<file path="src/hw/rtl/ilc_pkg.sv">
`timescale 1ns / 1ps
// ----------------------------------------------------------------------------
// ilc_pkg: integer literal classifier shared definitions
// Class codes, recognizer state encodings, transition functions and the
// record that carries one classified result from the front into the queue.
// ----------------------------------------------------------------------------
package ilc_pkg;

  typedef enum logic [1:0] {
    LitNone = 2'd0,
    LitHex  = 2'd1,
    LitOct  = 2'd2,
    LitDec  = 2'd3
  } literal_class_e;

  // Dead states of the three recognizers
  localparam logic [2:0] HexDead = 3'd5;
  localparam logic [2:0] OctDead = 3'd4;
  localparam logic [3:0] DecDead = 4'd9;

  // Hex columns: leading zero, x/X, hex digit, l/L
  localparam logic [1:0] HexColZero  = 2'd0;
  localparam logic [1:0] HexColX     = 2'd1;
  localparam logic [1:0] HexColDigit = 2'd2;
  localparam logic [1:0] HexColL     = 2'd3;

  // Octal columns: leading zero, octal digit, l/L
  localparam logic [1:0] OctColZero  = 2'd0;
  localparam logic [1:0] OctColDigit = 2'd1;
  localparam logic [1:0] OctColL     = 2'd2;

  // Decimal columns: - + digit l L U u
  localparam logic [2:0] DecColMinus = 3'd0;
  localparam logic [2:0] DecColPlus  = 3'd1;
  localparam logic [2:0] DecColDigit = 3'd2;
  localparam logic [2:0] DecColLowL  = 3'd3;
  localparam logic [2:0] DecColUpL   = 3'd4;
  localparam logic [2:0] DecColUpU   = 3'd5;
  localparam logic [2:0] DecColLowU  = 3'd6;

  // Result handed from the front to the queue
  typedef struct packed {
    logic           push;
    literal_class_e lit_class;
  } ilc_result_t;

  function automatic logic [2:0] hex_next(input logic [2:0] st, input logic [1:0] col);
    logic [2:0] nxt;
    nxt = HexDead;
    case (st)
      3'd0: if (col == HexColZero) nxt = 3'd1;
      3'd1: if (col == HexColX) nxt = 3'd2;
      3'd2: if (col == HexColDigit) nxt = 3'd3;
      3'd3: begin
        if (col == HexColDigit) nxt = 3'd3;
        else if (col == HexColL) nxt = 3'd4;
      end
      default: nxt = HexDead;
    endcase
    return nxt;
  endfunction

  function automatic logic [2:0] oct_next(input logic [2:0] st, input logic [1:0] col);
    logic [2:0] nxt;
    nxt = OctDead;
    case (st)
      3'd0: if (col == OctColZero) nxt = 3'd1;
      3'd1: if (col == OctColDigit) nxt = 3'd2;
      3'd2: begin
        if (col == OctColDigit) nxt = 3'd2;
        else if (col == OctColL) nxt = 3'd3;
      end
      default: nxt = OctDead;
    endcase
    return nxt;
  endfunction

  function automatic logic [3:0] dec_next(input logic [3:0] st, input logic [2:0] col);
    logic [3:0] nxt;
    nxt = DecDead;
    case (st)
      4'd0: begin
        if (col == DecColMinus || col == DecColPlus) nxt = 4'd1;
        else if (col == DecColDigit) nxt = 4'd3;
      end
      4'd1: if (col == DecColDigit) nxt = 4'd2;
      4'd2: begin
        if (col == DecColDigit) nxt = 4'd2;
        else if (col == DecColLowL || col == DecColUpL) nxt = 4'd4;
      end
      4'd3: begin
        if (col == DecColDigit) nxt = 4'd3;
        else if (col == DecColLowL || col == DecColUpL) nxt = 4'd5;
        else if (col == DecColUpU || col == DecColLowU) nxt = 4'd6;
      end
      4'd5: if (col == DecColUpU || col == DecColLowU) nxt = 4'd7;
      4'd6: if (col == DecColLowL || col == DecColUpL) nxt = 4'd8;
      default: nxt = DecDead;
    endcase
    return nxt;
  endfunction

endpackage

</file>
<file path="src/hw/rtl/ilc_front.sv">
`timescale 1ns / 1ps
// ----------------------------------------------------------------------------
// ilc_front: recognizer front end
// Advances the hex, octal and decimal recognizers by one byte per accepted
// transaction and classifies the string on its last byte.
// ----------------------------------------------------------------------------
module ilc_front (
  input  logic                clk_i,
  input  logic                rst_ni,
  input  logic                accept_i,
  input  logic [7:0]          character_i,
  input  logic                last_char_i,
  output ilc_pkg::ilc_result_t result_o
);

  logic [2:0] hex_st_q, hex_st_d;
  logic [2:0] oct_st_q, oct_st_d;
  logic [3:0] dec_st_q, dec_st_d;
  logic [2:0] alpha_ok_q, alpha_ok_d;
  logic [1:0] pos_q, pos_d;
  logic       first_zero_q, first_zero_d;
  logic       first_sign_q, first_sign_d;
  logic       second_zero_q, second_zero_d;
  logic [1:0] reject_q, reject_d;

  logic       is_zero, is_l, is_x, is_u, is_sign, is_dec, is_hex, is_oct;
  logic [2:0] hex_cur, oct_cur;
  logic [3:0] dec_cur;
  logic [1:0] hex_col;
  logic [2:0] dec_col;
  ilc_pkg::literal_class_e lit_class;

  always_comb begin
    is_zero = (character_i == 8'h30);
    is_l    = (character_i == 8'h6c) || (character_i == 8'h4c);
    is_x    = (character_i == 8'h78) || (character_i == 8'h58);
    is_u    = (character_i == 8'h75) || (character_i == 8'h55);
    is_sign = (character_i == 8'h2b) || (character_i == 8'h2d);
    is_dec  = (character_i >= 8'h30) && (character_i <= 8'h39);
    is_oct  = (character_i >= 8'h30) && (character_i <= 8'h37);
    is_hex  = is_dec || ((character_i >= 8'h61) && (character_i <= 8'h66))
              || ((character_i >= 8'h41) && (character_i <= 8'h46));

    hex_cur = (hex_st_q > ilc_pkg::HexDead) ? ilc_pkg::HexDead : hex_st_q;
    oct_cur = (oct_st_q > ilc_pkg::OctDead) ? ilc_pkg::OctDead : oct_st_q;
    dec_cur = (dec_st_q > ilc_pkg::DecDead) ? ilc_pkg::DecDead : dec_st_q;

    case (character_i)
      8'h2d:   dec_col = ilc_pkg::DecColMinus;
      8'h2b:   dec_col = ilc_pkg::DecColPlus;
      8'h6c:   dec_col = ilc_pkg::DecColLowL;
      8'h4c:   dec_col = ilc_pkg::DecColUpL;
      8'h55:   dec_col = ilc_pkg::DecColUpU;
      8'h75:   dec_col = ilc_pkg::DecColLowU;
      default: dec_col = ilc_pkg::DecColDigit;
    endcase
    hex_col = is_x ? ilc_pkg::HexColX : (is_l ? ilc_pkg::HexColL : ilc_pkg::HexColDigit);

    // Drop alphabet flags on any foreign byte
    alpha_ok_d    = alpha_ok_q;
    if (!(is_hex || is_x || is_l)) alpha_ok_d[0] = 1'b0;
    if (!(is_oct || is_l)) alpha_ok_d[1] = 1'b0;
    if (!(is_dec || is_sign || is_l || is_u)) alpha_ok_d[2] = 1'b0;

    // Leading-zero rules
    reject_d = reject_q;
    if (pos_q == 2'd1 && first_zero_q) reject_d[1] = 1'b1;
    if (pos_q == 2'd2 && second_zero_q && first_sign_q) reject_d[1] = 1'b1;
    if (pos_q == 2'd2 && is_zero && second_zero_q) reject_d[0] = 1'b1;

    first_zero_d  = first_zero_q;
    first_sign_d  = first_sign_q;
    second_zero_d = second_zero_q;
    if (pos_q == 2'd0) begin
      hex_st_d     = is_zero ? ilc_pkg::hex_next(hex_cur, ilc_pkg::HexColZero)
                             : ilc_pkg::HexDead;
      oct_st_d     = is_zero ? ilc_pkg::oct_next(oct_cur, ilc_pkg::OctColZero)
                             : ilc_pkg::OctDead;
      first_zero_d = is_zero;
      first_sign_d = is_sign;
    end else begin
      hex_st_d = ilc_pkg::hex_next(hex_cur, hex_col);
      oct_st_d = ilc_pkg::oct_next(oct_cur, is_l ? ilc_pkg::OctColL : ilc_pkg::OctColDigit);
      if (pos_q == 2'd1) second_zero_d = is_zero;
    end
    dec_st_d = ilc_pkg::dec_next(dec_cur, dec_col);
    pos_d    = (pos_q == 2'd3) ? pos_q : pos_q + 2'd1;

    // Priority: hex, octal, decimal
    if (alpha_ok_d[0] && (hex_st_d == 3'd3 || hex_st_d == 3'd4)) begin
      lit_class = ilc_pkg::LitHex;
    end else if (alpha_ok_d[1] && !reject_d[0] && (oct_st_d == 3'd2 || oct_st_d == 3'd3)) begin
      lit_class = ilc_pkg::LitOct;
    end else if (alpha_ok_d[2] && !reject_d[1] && dec_st_d >= 4'd2 && dec_st_d <= 4'd8) begin
      lit_class = ilc_pkg::LitDec;
    end else begin
      lit_class = ilc_pkg::LitNone;
    end
  end

  assign result_o.push      = accept_i && last_char_i;
  assign result_o.lit_class = lit_class;

  always_ff @(posedge clk_i or negedge rst_ni) begin
    if (!rst_ni) begin
      hex_st_q      <= 3'd0;
      oct_st_q      <= 3'd0;
      dec_st_q      <= 4'd0;
      alpha_ok_q    <= 3'b111;
      pos_q         <= 2'd0;
      first_zero_q  <= 1'b0;
      first_sign_q  <= 1'b0;
      second_zero_q <= 1'b0;
      reject_q      <= 2'b00;
    end else if (accept_i && last_char_i) begin
      hex_st_q      <= 3'd0;
      oct_st_q      <= 3'd0;
      dec_st_q      <= 4'd0;
      alpha_ok_q    <= 3'b111;
      pos_q         <= 2'd0;
      first_zero_q  <= 1'b0;
      first_sign_q  <= 1'b0;
      second_zero_q <= 1'b0;
      reject_q      <= 2'b00;
    end else if (accept_i) begin
      hex_st_q      <= hex_st_d;
      oct_st_q      <= oct_st_d;
      dec_st_q      <= dec_st_d;
      alpha_ok_q    <= alpha_ok_d;
      pos_q         <= pos_d;
      first_zero_q  <= first_zero_d;
      first_sign_q  <= first_sign_d;
      second_zero_q <= second_zero_d;
      reject_q      <= reject_d;
    end
  end

  a_restart: assert property (@(posedge clk_i) disable iff (!rst_ni)
    (accept_i && last_char_i) |=> (pos_q == 2'd0 && alpha_ok_q == 3'b111 && reject_q == 2'b00))
    else $error("front did not restart after last byte");

  a_dead_hold: assert property (@(posedge clk_i) disable iff (!rst_ni)
    (accept_i && !last_char_i && pos_q != 2'd0 && hex_st_q == ilc_pkg::HexDead)
    |=> (hex_st_q == ilc_pkg::HexDead))
    else $error("hex recognizer left its dead state");

endmodule

</file>
<file path="src/hw/rtl/ilc_queue.sv">
`timescale 1ns / 1ps
// ----------------------------------------------------------------------------
// ilc_queue: result queue
// Holds classified results between the front end and the output channel so
// each side can stall on its own.
// ----------------------------------------------------------------------------
module ilc_queue #(
  parameter int Depth = 4
) (
  input  logic                    clk_i,
  input  logic                    rst_ni,
  input  ilc_pkg::ilc_result_t    result_i,
  output logic                    full_o,
  output logic                    out_valid_o,
  input  logic                    out_stall_i,
  output ilc_pkg::literal_class_e literal_class_o
);

  localparam int PtrW = (Depth > 1) ? $clog2(Depth) : 1;
  localparam int CntW = $clog2(Depth + 1);
  localparam logic [PtrW-1:0] PtrLast = PtrW'(Depth - 1);
  localparam logic [CntW-1:0] CntFull = CntW'(Depth);

  ilc_pkg::literal_class_e mem_q [Depth];
  logic [PtrW-1:0] wr_ptr_q, rd_ptr_q;
  logic [CntW-1:0] count_q;
  logic            push, pop;

  assign full_o          = (count_q == CntFull);
  assign out_valid_o     = (count_q != '0);
  assign literal_class_o = mem_q[rd_ptr_q];
  assign push            = result_i.push && !full_o;
  assign pop             = out_valid_o && !out_stall_i;

  always_ff @(posedge clk_i) begin
    if (push) begin
      mem_q[wr_ptr_q] <= result_i.lit_class;
    end
  end

  always_ff @(posedge clk_i or negedge rst_ni) begin
    if (!rst_ni) begin
      wr_ptr_q <= '0;
      rd_ptr_q <= '0;
      count_q  <= '0;
    end else begin
      if (push) wr_ptr_q <= (wr_ptr_q == PtrLast) ? '0 : wr_ptr_q + PtrW'(1);
      if (pop)  rd_ptr_q <= (rd_ptr_q == PtrLast) ? '0 : rd_ptr_q + PtrW'(1);
      case ({push, pop})
        2'b10:   count_q <= count_q + CntW'(1);
        2'b01:   count_q <= count_q - CntW'(1);
        default: count_q <= count_q;
      endcase
    end
  end

  a_no_overflow: assert property (@(posedge clk_i) disable iff (!rst_ni)
    count_q <= CntFull)
    else $error("queue count exceeds depth");

  a_no_lost_push: assert property (@(posedge clk_i) disable iff (!rst_ni)
    result_i.push |-> !full_o)
    else $error("result pushed into a full queue");

endmodule

</file>
<file path="src/hw/rtl/integer_literal_classifier_top.sv">
`timescale 1ns / 1ps
// ----------------------------------------------------------------------------
// integer_literal_classifier_top: integer literal classifier
// Classifies a byte string as a hex, octal or decimal integer constant.
// ----------------------------------------------------------------------------
// Feed one byte per input transaction, with last_char_i high on the final
// byte of each string. The front end steps the hex, octal and decimal
// recognizers and their alphabet and leading-zero checks together on each
// byte, so a new byte is taken every cycle unless input stalls. On the
// last byte one result transaction (class 0 none, 1 hex, 2 octal, 3 decimal,
// hex winning over octal over decimal) enters a QUEUE_DEPTH-entry queue and
// is offered on the output channel from the next cycle on; the recognizers
// restart for the next string at once. Input stalls only while that queue is
// full, which takes QUEUE_DEPTH strings left unread at the output.
// ----------------------------------------------------------------------------
module integer_literal_classifier_top #(
  parameter int QUEUE_DEPTH = 4
) (
  input  logic       clk_i,
  input  logic       rst_ni,
  input  logic       in_valid_i,
  output logic       in_stall_o,
  input  logic [7:0] character_i,
  input  logic       last_char_i,
  output logic       out_valid_o,
  input  logic       out_stall_i,
  output logic [1:0] literal_class_o
);

  ilc_pkg::ilc_result_t    result;
  ilc_pkg::literal_class_e lit_class;
  logic                    queue_full;
  logic                    in_accept;

  // Hold input while no queue slot is free for a possible result
  assign in_stall_o = queue_full;
  assign in_accept  = in_valid_i && !in_stall_o;

  ilc_front u_front (
    .clk_i       (clk_i),
    .rst_ni      (rst_ni),
    .accept_i    (in_accept),
    .character_i (character_i),
    .last_char_i (last_char_i),
    .result_o    (result)
  );

  ilc_queue #(
    .Depth (QUEUE_DEPTH)
  ) u_queue (
    .clk_i           (clk_i),
    .rst_ni          (rst_ni),
    .result_i        (result),
    .full_o          (queue_full),
    .out_valid_o     (out_valid_o),
    .out_stall_i     (out_stall_i),
    .literal_class_o (lit_class)
  );

  assign literal_class_o = lit_class;

  a_result_shows: assert property (@(posedge clk_i) disable iff (!rst_ni)
    (in_accept && last_char_i) |=> out_valid_o)
    else $error("classified string produced no output");

endmodule
</file>
<file path="config.mk">
export PLATFORM = sky130hd
export DESIGN_NAME = integer_literal_classifier_top
export DESIGN_NICKNAME = d
export VERILOG_FILES = /design/src/hw/rtl/ilc_pkg.sv /design/src/hw/rtl/ilc_front.sv /design/src/hw/rtl/ilc_queue.sv /design/src/hw/rtl/integer_literal_classifier_top.sv
export SDC_FILE = /design/constraint.sdc
export NUM_CORES = 1
export LEC_CHECK = 0
export BUFFER_PORTS_ARGS = -buffer_cell sky130_fd_sc_hd__buf_2
export CORE_UTILIZATION = 25
export DETAILED_ROUTE_END_ITERATION = 8
export PLACE_DENSITY_LB_ADDON = 0.15
export SKIP_CTS_REPAIR_TIMING = 1
export SYNTH_ARGS = -nofsm -noshare
export SYNTH_HDL_FRONTEND = slang
export SYNTH_SLANG_ARGS = --single-unit
</file>
<file path="constraint.sdc">
create_clock -name clk_i -period 2 [get_ports clk_i]
set_input_delay 0.2 -clock clk_i [delete_from_list [all_inputs] [get_ports clk_i]]
set_output_delay 0.2 -clock clk_i [all_outputs]
set_load 0.005 [all_outputs]
</file>
==> implementation parameters <==
Parameter                              Value

Power and ir drop
  Static leakage ... 1.265 nW
  Power Internal ... 2.047 mW
  PD cells ... 1061 nW/um^2
  Peak supply drop ... 0.3981 mV
  Switching pwr ... 1.042 mW
  Part of the total power dissipated in sequential elements ... 35.6%
  Clock power frac ... 25.0%
  Switching part of the total power ... 33.73%
  Combinational Power Share ... 39.4%
  Total Power ... 3.089 mW

Route
  Antenna-violating nets left ... 0
  Vias/cell ... 4.806
  First-pass detailed-route iteration total ... 5
  WL final ... 5355 um
  Detailed-route DRC error count ... 0
  Average routed wire per standard cell ... 13.87 um
  Drt initial violations ... 72
  Routed via count ... 1855

Synthesis
  Syn avg cell area ... 9.820 sq um
  Post-synth EDFFs ... 8
  Synth Cell Area ... 2141 sq um
  Sequential-to-total area share from yosys stat ... 42.96%
  Mapped Nets ... 242
  Cell count after synthesis ... 218
  Distinct cells, synth ... 52
  Register bit total from synthesis ... 35
  Synth async-reset ratio ... 77.14%
  Yosys warning count ... 0
  Ys flop type ... dfrtp_1

Place
  DPL Wire Length ... 4035 um
  Place WS ... -218.8 ps
  Count of buffers from port buffering ... 16
  Cell count after placement ... 372
  Gp weighted congestion ... 0.7815
  Cell area after placement ... 2689 sq um

Flow run
  Max-capacitance violation count ... 0

Clock network
  Cell chosen for the clock root ... clkbuf_8
  Maximum buffer depth of the clock tree ... 2
  Clock insertion delay at the later pin of the skew report ... 290 ps
  CTS clk-pin slew, worst paths ... 70 ps
  Clock buffer count from CTS ... 5
  Clock net sink count ... 35
  TritonCTS clock tree ... yes
  Count of H-tree levels built during CTS ... 2

Finish
  Fill cell total of the finished layout ... 847
  Final #Nets ... 304
  Final Core Density ... 35.26%
  Final cell count without fillers ... 386
  Layout-stage area growth over the synthesis result ... 36.00%
  Total inserted antenna cells ... 0
  Post-layout instance area ... 2912 sq um
  Fraction of final layout cells sized beyond drive strength 1 ... 37.37%

STA
  Final worst-path setup slack ... 81.72 ps
  Max-Slew Margin vs Limit ... 57.51%
  Final setup violation count ... 0
  Total count of hold-check failures in the final report ... 0
  Slew of the pin with the lowest slew margin ... 637.3 ps
  Clock period minus final worst setup slack ... 1918 ps
  Setup skew after layout ... 8.290 ps
  WHS ... 380.9 ps
  Final setup TNS ... 0 ps
  Max-slew violations ... 0
  Max Fclk ... 0.5213 GHz
  Part of the cycle the worst path needs ... 95.91%

Worst hold path
  Worst min path class ... primary input to flop
  Worst-case hold path end point ... u_front.reject_q[0]
  Min-Delay Path Depth ... 3
  Min-delay src ... last_char_i

Setup path
  Crit-path slowest cell ... or4_4
  Kind of end point of the critical path ... flop
  Crit path launch type ... flop
  Reg2Reg Setup Slack ... 80 ps
  Slowest Stage Delay on Critical Path ... 560 ps
  Worst EP arrival ... 1940 ps
  Origin of the critical flop-to-flop path ... u_front.dec_st_q[1]
  Crit path buffers/inverters ... 1
  Endpoint of the worst-slack reg-to-reg timing path ... u_queue.mem_q[1][0]
  Reg2Reg Depth ... 6
  Worst endpoint required time ... 2030 ps
  Category of the critical setup timing path ... flop to flop
  Worst Path Max Fanout ... 6
  Worst path cell trace ... buf_4, nand3_1, nor2_1, or4_4, a2111oi_4, a211oi_2
  Worst path top cell family by delay ... simple AND/OR/NAND/NOR gates

Floorplanning
  Die outline area ... 8937 sq um
  Width of the die ... 94.54 um
  Starting utilization of the core area ... 25.92%
  Placeable Area ... 8258 sq um
  Die Height ... 94.54 um
  Placement Rows ... 33
  I/O pin count ... 17

Outcome
  Run status ... complete, no violations

GRT
  Antenna violations before repair ... 0
  Via count of the first global-routing pass ... 1865
  Total gr overflow ... 0
  First-pass GRT wire length ... 8963 um
  Maximum number of pins on one net before global-route repair ... 28
  Combined global-route utilization of all metal layers ... 13.12%
==> worst max-delay path by stage <==
stage / from / to / depth (start not counted) / slack, ps
3_5_place_dp: character_i[1] / u_queue.mem_q[3][0] / 7 / -220
2_1_floorplan: u_front.dec_st_q[1] / u_queue.mem_q[0][0] / 6 / 20
6_report: u_front.dec_st_q[1] / u_queue.mem_q[1][0] / 6 / 80
4_1_cts: u_front.pos_q[1] / u_queue.mem_q[3][0] / 9 / -70
5_1_grt: u_front.pos_q[1] / u_queue.mem_q[1][0] / 9 / -30
3_3_place_gp: character_i[1] / u_queue.mem_q[3][0] / 7 / -160
==> cell usage after synthesis, types with 2 or more instances <==
cell        n  area [sq um]
o21a_1      3         22.52
mux2i_1     3         30.03
xor2_1      2         17.52
mux2_2      3         33.78
a211oi_1    2         15.01
a21o_1      2         15.01
nand4_1     2         12.51
o22ai_1     2         12.51
nand2_1    17         63.81
a21boi_0    2         15.01
a311oi_1    2         17.52
a31oi_1     3         18.77
nand2b_1    3         18.77
a22o_1      4         35.03
dfstp_2     3         78.83
nor2b_1     5         31.28
ha_1       10         125.1
o31ai_1     5         37.54
or3_1       2         12.51
nand3b_1    2         15.01
nor3_1      6         30.03
mux4_2      2         45.04
o211ai_1    2         15.01
inv_1       9         33.78
dfrtp_1    24         600.6
nor4_1      2         12.51
a2111oi_0   3         26.28
clkbuf_1    8         30.03
nor2_1     18         67.56
and2b_1     3         22.52
nand3_1     8         40.04
a31o_2      2         17.52
and3_1      8         50.05
xnor2_1     2         17.52
o21ai_0    17         85.08
edfxtp_1    8         240.2
a21oi_1     4         20.02
==> cells by family (layout without fill, tap and decap cells) <==
group	count (synthesis)	after routing	synth area share [%]
adder cells (fa/ha/maj)	11	11	6.780
flip-flops	35	35	42.96
multiplexers	8	8	5.085
AO/OA/AOI/OAI	57	57	18.23
buffers and inverters	18	81	3.214
XOR/XNOR	4	4	1.637
AND/OR/NAND/NOR	85	85	22.09
==> tightest hold or removal path, delay by kind of cell <==
family | cells | cell delay (ps)
compound gates | 1 | 90
buf+inv | 2 | 330
==> metal layers <==
metal	wire length (um)	GRT usage, %	vias up
li1	-	-	928
met3	111	2.818	8
met2	2585	21.80	16
met4	80	3.535	0
met5	0	0	-
met1	2578	17.23	903
==> layout by cell type (no fill, tap or decap), drive strengths merged, types with 3 or more instances in the layout <==
cell type	instances
nand4	3
o21ai	17
nand2	17
and3	8
a2111oi	3
nand2b	3
and2b	4
o31ai	5
nor2	18
edfxtp	8
dfrtp	24
nor3	6
inv	9
ha	10
a22o	4
nor2b	5
mux2	3
o21a	3
mux2i	3
dfstp	3
a21oi	4
buf	63
a31oi	3
nand3	8
clkbuf	5
==> sequential cells by signal, summed over array words and instances (netlist names) <==
| register | flops |
|---|---|
| u_front.second_zero_q | 1 |
| u_front.first_sign_q | 1 |
| u_queue.mem_q | 8 |
| u_front.oct_st_q | 3 |
| u_front.reject_q | 2 |
| u_front.alpha_ok_q | 3 |
| u_front.dec_st_q | 4 |
| u_queue.rd_ptr_q | 2 |
| u_front.hex_st_q | 3 |
| u_queue.wr_ptr_q | 2 |
| u_queue.count_q | 3 |
| u_front.pos_q | 2 |
| u_front.first_zero_q | 1 |
==> layout make-up <==
class,instances,area [sq um],share of cell area [%]
sequential,35,920.9,31.63
tap,105,131.4,4.512
multi-input combinational,165,1242,42.67
timing repair buffer,64,446.7,15.34
inverter,9,33.78,1.160
clock buffer,5,68.82,2.364
clock inverter,3,67.56,2.321
==> power groups by stage <==
stage          registers [mW]  clock network [mW]  logic [mW]
6_report                 1.10               0.771        1.22
5_1_grt                  1.12               0.823        1.36
4_1_cts                  1.09               0.795        1.13
3_5_place_dp             1.10                   0        1.12
3_3_place_gp             1.10                   0        1.13
2_1_floorplan            1.06                   0       0.743
(Power assumes the default switching activity.)
